$ cat config.mk
export PLATFORM = sky130hd
export DESIGN_NAME = bicubic_patch_interpolator
export DESIGN_NICKNAME = d
export VERILOG_FILES = /design/src/rtl/bpi_pkg.sv /design/src/rtl/bpi_coef.sv /design/src/rtl/bpi_queue.sv /design/src/rtl/bpi_front.sv /design/src/rtl/bpi_back.sv /design/src/rtl/bicubic_patch_interpolator.sv
export SDC_FILE = /design/constraint.sdc
export NUM_CORES = 2
export LEC_CHECK = 0
export BUFFER_PORTS_ARGS = -buffer_cell sky130_fd_sc_hd__buf_2
export CAP_MARGIN = 10
export CORE_UTILIZATION = 39
export CTS_BUF_LIST = sky130_fd_sc_hd__clkbuf_4 sky130_fd_sc_hd__clkbuf_8
export CTS_CLUSTER_SIZE = 10
export DETAILED_ROUTE_END_ITERATION = 10
export GPL_TIMING_DRIVEN = 0
export PLACE_DENSITY_LB_ADDON = 0.05
export SYNTH_ARGS = -nofsm -noshare
export SYNTH_HDL_FRONTEND = slang
export SYNTH_SLANG_ARGS = --single-unit
export TNS_END_PERCENT = 50
$ cat constraint.sdc
create_clock -name clk -period 15.25 [get_ports clk]
set_input_delay 2.2875 -clock clk [delete_from_list [all_inputs] [get_ports clk]]
set_output_delay 2.2875 -clock clk [all_outputs]
set_load 0.02 [all_outputs]
$ cat src/rtl/bpi_pkg.sv
package bpi_pkg;

	// Extra bits over the input sample width for each cubic coefficient and
	// for the Horner accumulator.
	localparam int C1_GROW  = 1;
	localparam int C2_GROW  = 4;
	localparam int C3_GROW  = 3;
	localparam int H_GROW   = 5;
	// Row results carry two more bits than a sample.
	localparam int ROW_GROW = 2;

	typedef struct packed {
		logic not_empty;
		logic full;
	} bpi_qstat_t;

endpackage

$ cat src/rtl/bpi_coef.sv
module bpi_coef
	import bpi_pkg::*;
#(
	parameter int W = 18
) (
	input  logic signed [W-1:0]         p0,
	input  logic signed [W-1:0]         p1,
	input  logic signed [W-1:0]         p2,
	input  logic signed [W-1:0]         p3,
	output logic signed [W+C1_GROW-1:0] c1,
	output logic signed [W+C2_GROW-1:0] c2,
	output logic signed [W+C3_GROW-1:0] c3
);

	localparam int C1W = W + C1_GROW;
	localparam int C2W = W + C2_GROW;
	localparam int C3W = W + C3_GROW;

	logic signed [C1W-1:0] a1, e1;
	logic signed [C2W-1:0] a2, b2, e2, d2;
	logic signed [C3W-1:0] a3, b3, e3, d3, diff3;

	always_comb begin
		a1 = C1W'(p0);
		e1 = C1W'(p2);
		a2 = C2W'(p0);
		b2 = C2W'(p1);
		e2 = C2W'(p2);
		d2 = C2W'(p3);
		a3 = C3W'(p0);
		b3 = C3W'(p1);
		e3 = C3W'(p2);
		d3 = C3W'(p3);
		diff3 = b3 - e3;
		c1 = e1 - a1;
		// 2p0 - 5p1 + 4p2 - p3
		c2 = (a2 <<< 1) - ((b2 <<< 2) + b2) + (e2 <<< 2) - d2;
		// 3(p1 - p2) + p3 - p0
		c3 = (diff3 <<< 1) + diff3 + d3 - a3;
	end

endmodule

$ cat src/rtl/bpi_queue.sv
module bpi_queue
	import bpi_pkg::*;
#(
	parameter int WIDTH = 8
) (
	input  logic             clk,
	input  logic             arst_n,
	input  logic             push,
	input  logic [WIDTH-1:0] wdata,
	input  logic             pop,
	output logic [WIDTH-1:0] rdata,
	output bpi_qstat_t       stat
);

	logic [WIDTH-1:0] mem_q [2];
	logic             wptr_q, rptr_q;
	logic [1:0]       cnt_q;

	assign stat.not_empty = (cnt_q != 2'd0);
	assign stat.full      = (cnt_q == 2'd2);
	assign rdata          = mem_q[rptr_q];

	always_ff @(posedge clk or negedge arst_n) begin
		if (!arst_n) begin
			wptr_q <= 1'b0;
			rptr_q <= 1'b0;
			cnt_q  <= 2'd0;
		end else begin
			if (push) wptr_q <= ~wptr_q;
			if (pop) rptr_q <= ~rptr_q;
			case ({push, pop})
				2'b10:   cnt_q <= cnt_q + 2'd1;
				2'b01:   cnt_q <= cnt_q - 2'd1;
				default: cnt_q <= cnt_q;
			endcase
		end
	end

	always_ff @(posedge clk) begin
		if (push) mem_q[wptr_q] <= wdata;
	end

	a_no_overflow: assert property (@(posedge clk) disable iff (!arst_n)
		stat.full |-> !push)
		else $error("queue written while full");
	a_no_underflow: assert property (@(posedge clk) disable iff (!arst_n)
		pop |-> stat.not_empty)
		else $error("queue read while empty");

endmodule

$ cat src/rtl/bpi_front.sv
module bpi_front
	import bpi_pkg::*;
#(
	parameter int SAMPLE_BITS = 16,
	parameter int FRAC_BITS   = 16,
	parameter int QW          = 8
) (
	input  logic                          clk,
	input  logic                          arst_n,
	input  logic                          start,
	output logic                          busy,
	input  logic signed [SAMPLE_BITS-1:0] sample_a,
	input  logic signed [SAMPLE_BITS-1:0] sample_b,
	input  logic signed [SAMPLE_BITS-1:0] sample_c,
	input  logic signed [SAMPLE_BITS-1:0] sample_d,
	input  logic        [FRAC_BITS:0]     frac_v,
	input  logic        [FRAC_BITS:0]     frac_u,
	input  bpi_qstat_t                    qstat,
	output logic                          q_push,
	output logic        [QW-1:0]          q_wdata
);

	localparam int W  = SAMPLE_BITS + ROW_GROW;
	localparam int FW = FRAC_BITS + 1;
	localparam logic [FW-1:0] ONE = FW'(1) << FRAC_BITS;

	logic [1:0]                  row_q;
	logic                        last;
	logic [FW-1:0]               v_cl, u_cl;
	logic signed [W-1:0]         p0, p1, p2, p3;
	logic signed [W+C1_GROW-1:0] c1;
	logic signed [W+C2_GROW-1:0] c2;
	logic signed [W+C3_GROW-1:0] c3;

	assign busy   = qstat.full;
	assign q_push = start && !qstat.full;
	assign last   = (row_q == 2'd3);

	// Clamp fractions above one to one.
	assign v_cl = (frac_v > ONE) ? ONE : frac_v;
	assign u_cl = (frac_u > ONE) ? ONE : frac_u;

	assign p0 = W'(sample_a);
	assign p1 = W'(sample_b);
	assign p2 = W'(sample_c);
	assign p3 = W'(sample_d);

	bpi_coef #(.W(W)) u_coef (
		.p0(p0), .p1(p1), .p2(p2), .p3(p3),
		.c1(c1), .c2(c2), .c3(c3)
	);

	assign q_wdata = {c1, c2, c3, p1, v_cl, u_cl, last};

	// Advance the row count on every transfer; it wraps after the fourth row.
	always_ff @(posedge clk or negedge arst_n) begin
		if (!arst_n) begin
			row_q <= 2'd0;
		end else if (q_push) begin
			row_q <= row_q + 2'd1;
		end
	end

endmodule

$ cat src/rtl/bpi_back.sv
module bpi_back
	import bpi_pkg::*;
#(
	parameter int SAMPLE_BITS = 16,
	parameter int FRAC_BITS   = 16,
	parameter int QW          = 8
) (
	input  logic                        clk,
	input  logic                        arst_n,
	input  bpi_qstat_t                  qstat,
	input  logic        [QW-1:0]        q_rdata,
	output logic                        q_pop,
	output logic                        done,
	output logic signed [SAMPLE_BITS:0] value
);

	localparam int W   = SAMPLE_BITS + ROW_GROW;
	localparam int OW  = SAMPLE_BITS + 1;
	localparam int FW  = FRAC_BITS + 1;
	localparam int C1W = W + C1_GROW;
	localparam int C2W = W + C2_GROW;
	localparam int C3W = W + C3_GROW;
	localparam int HW  = W + FRAC_BITS + H_GROW;
	localparam int PW  = HW + FW + 1;
	localparam int YW  = HW - FRAC_BITS - 1;
	localparam logic [HW-1:0] HALF = HW'(1) << FRAC_BITS;

	typedef enum logic [2:0] {S_IDLE, S_M1, S_M2, S_M3, S_FIN, S_COEF} state_t;

	state_t                state_q;
	logic                  pass2_q, last_q;
	logic [1:0]            ridx_q;
	logic signed [OW-1:0]  value_q;
	logic                  done_q;

	logic signed [C1W-1:0] c1_q;
	logic signed [C2W-1:0] c2_q;
	logic signed [C3W-1:0] c3_q;
	logic signed [W-1:0]   p1_q, r_q;
	logic signed [W-1:0]   rows_q [3];
	logic        [FW-1:0]  t_q, u_q;
	logic signed [HW-1:0]  h_q;

	logic signed [C1W-1:0] e_c1, k_c1;
	logic signed [C2W-1:0] e_c2, k_c2;
	logic signed [C3W-1:0] e_c3, k_c3;
	logic signed [W-1:0]   e_p1;
	logic        [FW-1:0]  e_v, e_u;
	logic                  e_last;

	logic signed [HW-1:0]  mul_a, prod_lo, prod_sh, h_next, fin_sum;
	logic signed [PW-1:0]  prod;
	logic signed [YW-1:0]  y;
	logic signed [W-1:0]   row_sat;
	logic signed [OW-1:0]  out_sat;
	logic                  row_fits, out_fits;

	assign {e_c1, e_c2, e_c3, e_p1, e_v, e_u, e_last} = q_rdata;

	// Take the next row as soon as the current cubic is finished, unless the
	// second pass over the kept rows has to follow.
	assign q_pop = qstat.not_empty &&
		((state_q == S_IDLE) || ((state_q == S_FIN) && (pass2_q || !last_q)));

	// Coefficients across the kept rows for the second pass.
	bpi_coef #(.W(W)) u_coef (
		.p0(rows_q[0]), .p1(rows_q[1]), .p2(rows_q[2]), .p3(r_q),
		.c1(k_c1), .c2(k_c2), .c3(k_c3)
	);

	// Shared multiplier: one Horner step per cycle.
	always_comb begin
		mul_a = (state_q == S_M1) ? HW'(c3_q) : h_q;
		prod    = PW'(mul_a) * PW'($signed({1'b0, t_q}));
		prod_lo = prod[HW-1:0];
		prod_sh = prod[FRAC_BITS +: HW];
		case (state_q)
			S_M1:    h_next = (HW'(c2_q) <<< FRAC_BITS) + prod_lo;
			S_M2:    h_next = (HW'(c1_q) <<< FRAC_BITS) + prod_sh;
			default: h_next = prod_sh;
		endcase
		fin_sum  = h_q + (HW'(p1_q) <<< (FRAC_BITS + 1)) + $signed(HALF);
		y        = fin_sum[HW-1:FRAC_BITS+1];
		row_fits = (&y[YW-1:W-1]) || !(|y[YW-1:W-1]);
		out_fits = (&y[YW-1:OW-1]) || !(|y[YW-1:OW-1]);
		row_sat  = row_fits ? y[W-1:0] : {y[YW-1], {(W-1){~y[YW-1]}}};
		out_sat  = out_fits ? y[OW-1:0] : {y[YW-1], {(OW-1){~y[YW-1]}}};
	end

	always_ff @(posedge clk or negedge arst_n) begin
		if (!arst_n) begin
			state_q <= S_IDLE;
			pass2_q <= 1'b0;
			last_q  <= 1'b0;
			ridx_q  <= 2'd0;
			done_q  <= 1'b0;
			value_q <= '0;
		end else begin
			done_q <= 1'b0;
			case (state_q)
				S_IDLE: begin
					if (q_pop) begin
						state_q <= S_M1;
						pass2_q <= 1'b0;
						last_q  <= e_last;
					end
				end
				S_M1: state_q <= S_M2;
				S_M2: state_q <= S_M3;
				S_M3: state_q <= S_FIN;
				S_FIN: begin
					if (pass2_q) begin
						value_q <= out_sat;
						done_q  <= 1'b1;
					end else if (last_q) begin
						ridx_q <= 2'd0;
					end else begin
						ridx_q <= ridx_q + 2'd1;
					end
					if (!pass2_q && last_q) begin
						state_q <= S_COEF;
					end else if (q_pop) begin
						state_q <= S_M1;
						pass2_q <= 1'b0;
						last_q  <= e_last;
					end else begin
						state_q <= S_IDLE;
					end
				end
				S_COEF: begin
					state_q <= S_M1;
					pass2_q <= 1'b1;
				end
				default: state_q <= S_IDLE;
			endcase
		end
	end

	always_ff @(posedge clk) begin
		if (q_pop) begin
			c1_q <= e_c1;
			c2_q <= e_c2;
			c3_q <= e_c3;
			p1_q <= e_p1;
			t_q  <= e_v;
			u_q  <= e_u;
		end else if (state_q == S_COEF) begin
			c1_q <= k_c1;
			c2_q <= k_c2;
			c3_q <= k_c3;
			p1_q <= rows_q[1];
			t_q  <= u_q;
		end
		if ((state_q == S_M1) || (state_q == S_M2) || (state_q == S_M3)) begin
			h_q <= h_next;
		end
		if ((state_q == S_FIN) && !pass2_q) begin
			if (last_q) r_q <= row_sat;
			else rows_q[ridx_q] <= row_sat;
		end
	end

	assign done  = done_q;
	assign value = value_q;

	a_done_after_pass2: assert property (@(posedge clk) disable iff (!arst_n)
		(state_q == S_FIN && pass2_q) |=> done_q)
		else $error("patch result not strobed after second pass");
	a_done_only_pass2: assert property (@(posedge clk) disable iff (!arst_n)
		done_q |-> $past(state_q == S_FIN && pass2_q))
		else $error("strobe without a finished second pass");
	a_coef_after_last: assert property (@(posedge clk) disable iff (!arst_n)
		(state_q == S_COEF) |-> (last_q && !pass2_q && ridx_q == 2'd0))
		else $error("second pass started without a complete patch");

endmodule

$ cat src/rtl/bicubic_patch_interpolator.sv
// Catmull-Rom bicubic interpolator over a 4x4 patch, fed one patch row at a time.
// Input: drive sample_a..sample_d, frac_v and frac_u, raise start; a row
// transfers at a rising edge with start high and busy low. Every fourth row
// closes a patch, and only its frac_u is used. Fractions above one clamp to one.
// Front: clamps fractions, classifies the row (last of patch or not) and forms
// the cubic coefficients, then pushes them into a two-entry queue. busy is
// high while that queue is full.
// Back: one shared multiplier runs the three Horner steps (S_M1 to S_M3) plus
// a rounding and saturation step (S_FIN) for each row. After the fourth row it
// forms coefficients across the kept row results (S_COEF) and runs the same
// steps again on the cubic along u. The back takes the next row in S_FIN of
// the current cubic, except after a fourth row's first pass; meanwhile the
// queue keeps accepting rows from the front until it is full.
// Output: value is valid for the single cycle that done is high; the receiver
// cannot stall, so every result is a one-cycle transfer.
// Reset clears the row count, the queue and the sequencer; a partial patch is
// dropped.
module bicubic_patch_interpolator
	import bpi_pkg::*;
#(
	parameter int SAMPLE_BITS = 16,
	parameter int FRAC_BITS   = 16
) (
	input  logic                          clk,
	input  logic                          arst_n,
	input  logic                          start,
	output logic                          busy,
	input  logic signed [SAMPLE_BITS-1:0] sample_a,
	input  logic signed [SAMPLE_BITS-1:0] sample_b,
	input  logic signed [SAMPLE_BITS-1:0] sample_c,
	input  logic signed [SAMPLE_BITS-1:0] sample_d,
	input  logic        [FRAC_BITS:0]     frac_v,
	input  logic        [FRAC_BITS:0]     frac_u,
	output logic                          done,
	output logic signed [SAMPLE_BITS:0]   value
);

	// Queue entry: three coefficients, the centre sample, both fractions and
	// the last-row flag.
	localparam int W  = SAMPLE_BITS + ROW_GROW;
	localparam int QW = (W + C1_GROW) + (W + C2_GROW) + (W + C3_GROW) + W
		+ 2 * (FRAC_BITS + 1) + 1;

	bpi_qstat_t      qstat;
	logic            q_push, q_pop;
	logic [QW-1:0]   q_wdata, q_rdata;

	bpi_front #(
		.SAMPLE_BITS(SAMPLE_BITS), .FRAC_BITS(FRAC_BITS), .QW(QW)
	) u_front (
		.clk(clk), .arst_n(arst_n),
		.start(start), .busy(busy),
		.sample_a(sample_a), .sample_b(sample_b),
		.sample_c(sample_c), .sample_d(sample_d),
		.frac_v(frac_v), .frac_u(frac_u),
		.qstat(qstat), .q_push(q_push), .q_wdata(q_wdata)
	);

	// Decouple row intake from the multiplier loop.
	bpi_queue #(.WIDTH(QW)) u_queue (
		.clk(clk), .arst_n(arst_n),
		.push(q_push), .wdata(q_wdata),
		.pop(q_pop), .rdata(q_rdata),
		.stat(qstat)
	);

	bpi_back #(
		.SAMPLE_BITS(SAMPLE_BITS), .FRAC_BITS(FRAC_BITS), .QW(QW)
	) u_back (
		.clk(clk), .arst_n(arst_n),
		.qstat(qstat), .q_rdata(q_rdata), .q_pop(q_pop),
		.done(done), .value(value)
	);

endmodule

==> out/metrics.cfg <==
[floorplan]
fp.dieH_um = 375
die_width_um = 375
initial_core_util_pct = 39.4
fp-row-count = 136
core-area_um2 = 138000
boundaryPins = 120
dieArea_um2 = 140000

[place]
dpl.hpwl_mm = 144
post-place-ws_ps = 1680
placed_cell_area_um2 = 57400
gp_congestion = 0.886
numPortBuffers = 119

[hold_path]
hold_path.class = reg -> reg
hold_path_end = u_front.row_q[0]
hold_depth = 1
min_from = u_front.row_q[0]

[clocking]
clockBufferDepth = 3
clk_pin_slew_ps = 70
cts_made_buffers = 77
cts_resized = 0
htreeDepth = 3
clkLatencyLatePin_ps = 740
postCtsSetupBuffers = 0
cts.sinks = 478
hold_buffers = 0
tritoncts = yes
cts_root_buffer = clkbuf_8

[grt]
grt_usage_pct = 24.9
overflow = 0
grt_antenna_before_repair = 4
grt_max_degree = 53
grt_pass1_wl_mm = 257
grt_pass1_vias = 40237

[detailed_routing]
drt-wirelength-per-cell_um = 22.6
drtPass1Iterations = 5
first_iter_violations = 2121
detail_route.vias_per_cell = 5.01
vias = 37614
routed_wl_mm = 170
ant_nets = 0
route.detailed.drc = 0

[flow_run]
drv_cap = 0

[timing]
fmax_ghz = 0.0732
finalCritPeriodShare_pct = 89.6
slew_violations = 0
finClkSkew_ps = 34.5
finalCriticalPeriod_ps = 13660
slew_headroom_pct = 16.3
setup_viol_count_final = 0
fin_tns_setup_ps = 0
hold_viol_final = 0
rsz0062_at_grt = no
worst_pin_slew_ps = 1260
layout_setup_ws_ps = 1590
whs_ps = 495

[critical_path]
end_kind = register
max_stage_delay_ps = 750
rrSetupSlack_ps = 1590
worst-path-max-fanout = 10
startpoint_type = register
cp.arrival_ps = 14120
path_class = reg -> reg
crit_path_top_delay_cell = xnor2_1
r2r-start = u_back.state_q[0]
cp-startpoint = u_back.state_q[0]
reg2reg_to = u_back.h_q[38]
r2r.worst_path.cells = 43
crit_required_ps = 15710
cp_common_cell = fa_1

[logic_synthesis]
yosys_warnings = 0
synth-edff-count = 447
synth_flop_cell = edfxtp_1
async_reset_ff_share_pct = 6.49
syn_nets = 6691
netlist_instances = 5433
ys_seq_area_share_pct = 26.2
synth.distinct_cells = 75
synth-seq-cells = 478
syn_area_per_cell_um2 = 9.97
syn_area_um2 = 54200

[finish]
fin_area_um2 = 59100
final_common_cell = inv_1
mostFrequentLayoutCells = 1,100 x inv_1, 800 x fa_1, 636 x nand2_1
fillCellCount = 13555
multiInputGateArea_um2 = 35200
drive_gt1_share_pct = 5.64
syn_to_final_growth_pct = 9.01
seq_area_um2 = 14200
fin_nets = 6905

[run_status]
status = completed

worst max-delay path: cells and delay by family, from the launching register on:
kind            cells  cell delay [ps]
simple gates        8             1700
buf+inv             9             2410
flops               1              320
fa+ha+maj           8             3950
compound gates     16             3970
xor+xnor            2             1040
stage by stage:
stage	instances	util, %
after floorplan	5433	-
after CTS	7503	42.9
after global routing	7505	42.9
after detailed placement	7362	41.7
final	7507	42.9
after global placement	7346	41.4
synthesized netlist by cell type (all sizes together) (5+ instances only):
| cell | instances | area, um^2 |
|---|---|---|
| a211o | 5 | 43.8 |
| a211oi | 48 | 373 |
| a21boi | 20 | 150 |
| a21o | 102 | 766 |
| a21oi | 193 | 981 |
| a221o | 12 | 120 |
| a31o | 9 | 78.8 |
| a31oi | 25 | 156 |
| a41o | 5 | 50.1 |
| and2 | 270 | 1690 |
| and3 | 25 | 156 |
| and4 | 5 | 43.8 |
| buf | 7 | 41.3 |
| clkbuf | 177 | 664 |
| dfrtp | 31 | 776 |
| edfxtp | 447 | 13400 |
| fa | 800 | 16000 |
| ha | 357 | 4470 |
| inv | 1101 | 4130 |
| mux2 | 25 | 282 |
| mux2i | 76 | 761 |
| nand2 | 637 | 2390 |
| nand2b | 44 | 275 |
| nand3 | 43 | 215 |
| nand4 | 11 | 68.8 |
| nor2 | 210 | 788 |
| nor2b | 94 | 588 |
| nor3 | 37 | 185 |
| nor4 | 12 | 75.1 |
| o211ai | 18 | 140 |
| o21a | 28 | 210 |
| o21ai | 195 | 980 |
| o21bai | 22 | 165 |
| o221ai | 10 | 87.6 |
| o31ai | 16 | 125 |
| or2 | 10 | 65.1 |
| or3 | 18 | 113 |
| or4 | 6 | 45.0 |
| xnor2 | 145 | 1270 |
| xor2 | 86 | 761 |
worst max-delay path by stage:
stage,end,slack (ps),cells past startpoint
2_1_floorplan,u_back.h_q[38],5260,42
3_3_place_gp,u_back.h_q[38],920,40
3_5_place_dp,u_back.h_q[38],1680,43
4_1_cts,u_back.h_q[38],1640,40
5_1_grt,u_back.h_q[38],1090,43
6_report,u_back.h_q[38],1590,43
state kept, by name, indices dropped and copies added (netlist names), 18 cells and up:
signal         count
u_back.r_q        18
u_queue.mem_q    222
u_back.rows_q     54
u_back.p1_q       18
u_back.h_q        39
u_back.c1_q       19
u_back.c3_q       21
u_back.c2_q       22
area by class of cell:
type,instances,area share (%)
tap,1794,3.80
sequential,478,24.0
clock inverter,46,0.790
buffer,184,1.20
clock buffer,95,2.07
multi-input combinational,3669,59.5
timing repair buffer,135,1.54
inverter,1102,7.00
antenna,4,0.0169
cells by family (layout without fill, tap and decap cells):
| logic type | Yosys count | in the layout | synth area share [%] |
|---|---|---|---|
| muxes | 101 | 101 | 1.92 |
| and+or+nand+nor | 1426 | 1426 | 12.4 |
| other | 0 | 4 | 0 |
| AOI/OAI and AO/OA | 753 | 753 | 8.91 |
| adders and majority gates | 1157 | 1157 | 37.8 |
| DFF | 478 | 478 | 26.2 |
| buffers and inverters | 1286 | 1562 | 8.94 |
| xor gates and xnor gates | 232 | 232 | 3.79 |
per-layer routing:
layer | global-route usage (%) | wire (um) | vias up
li1 | - | - | 17713
met1 | 33.0 | 74900 | 18972
met2 | 42.8 | 83200 | 771
met3 | 2.58 | 6670 | 156
met4 | 7.20 | 4810 | 2
met5 | 0 | 13 | -
Power is not shown: default switching activity piles up to over one toggle a cycle in this logic, so the estimate is an artifact.
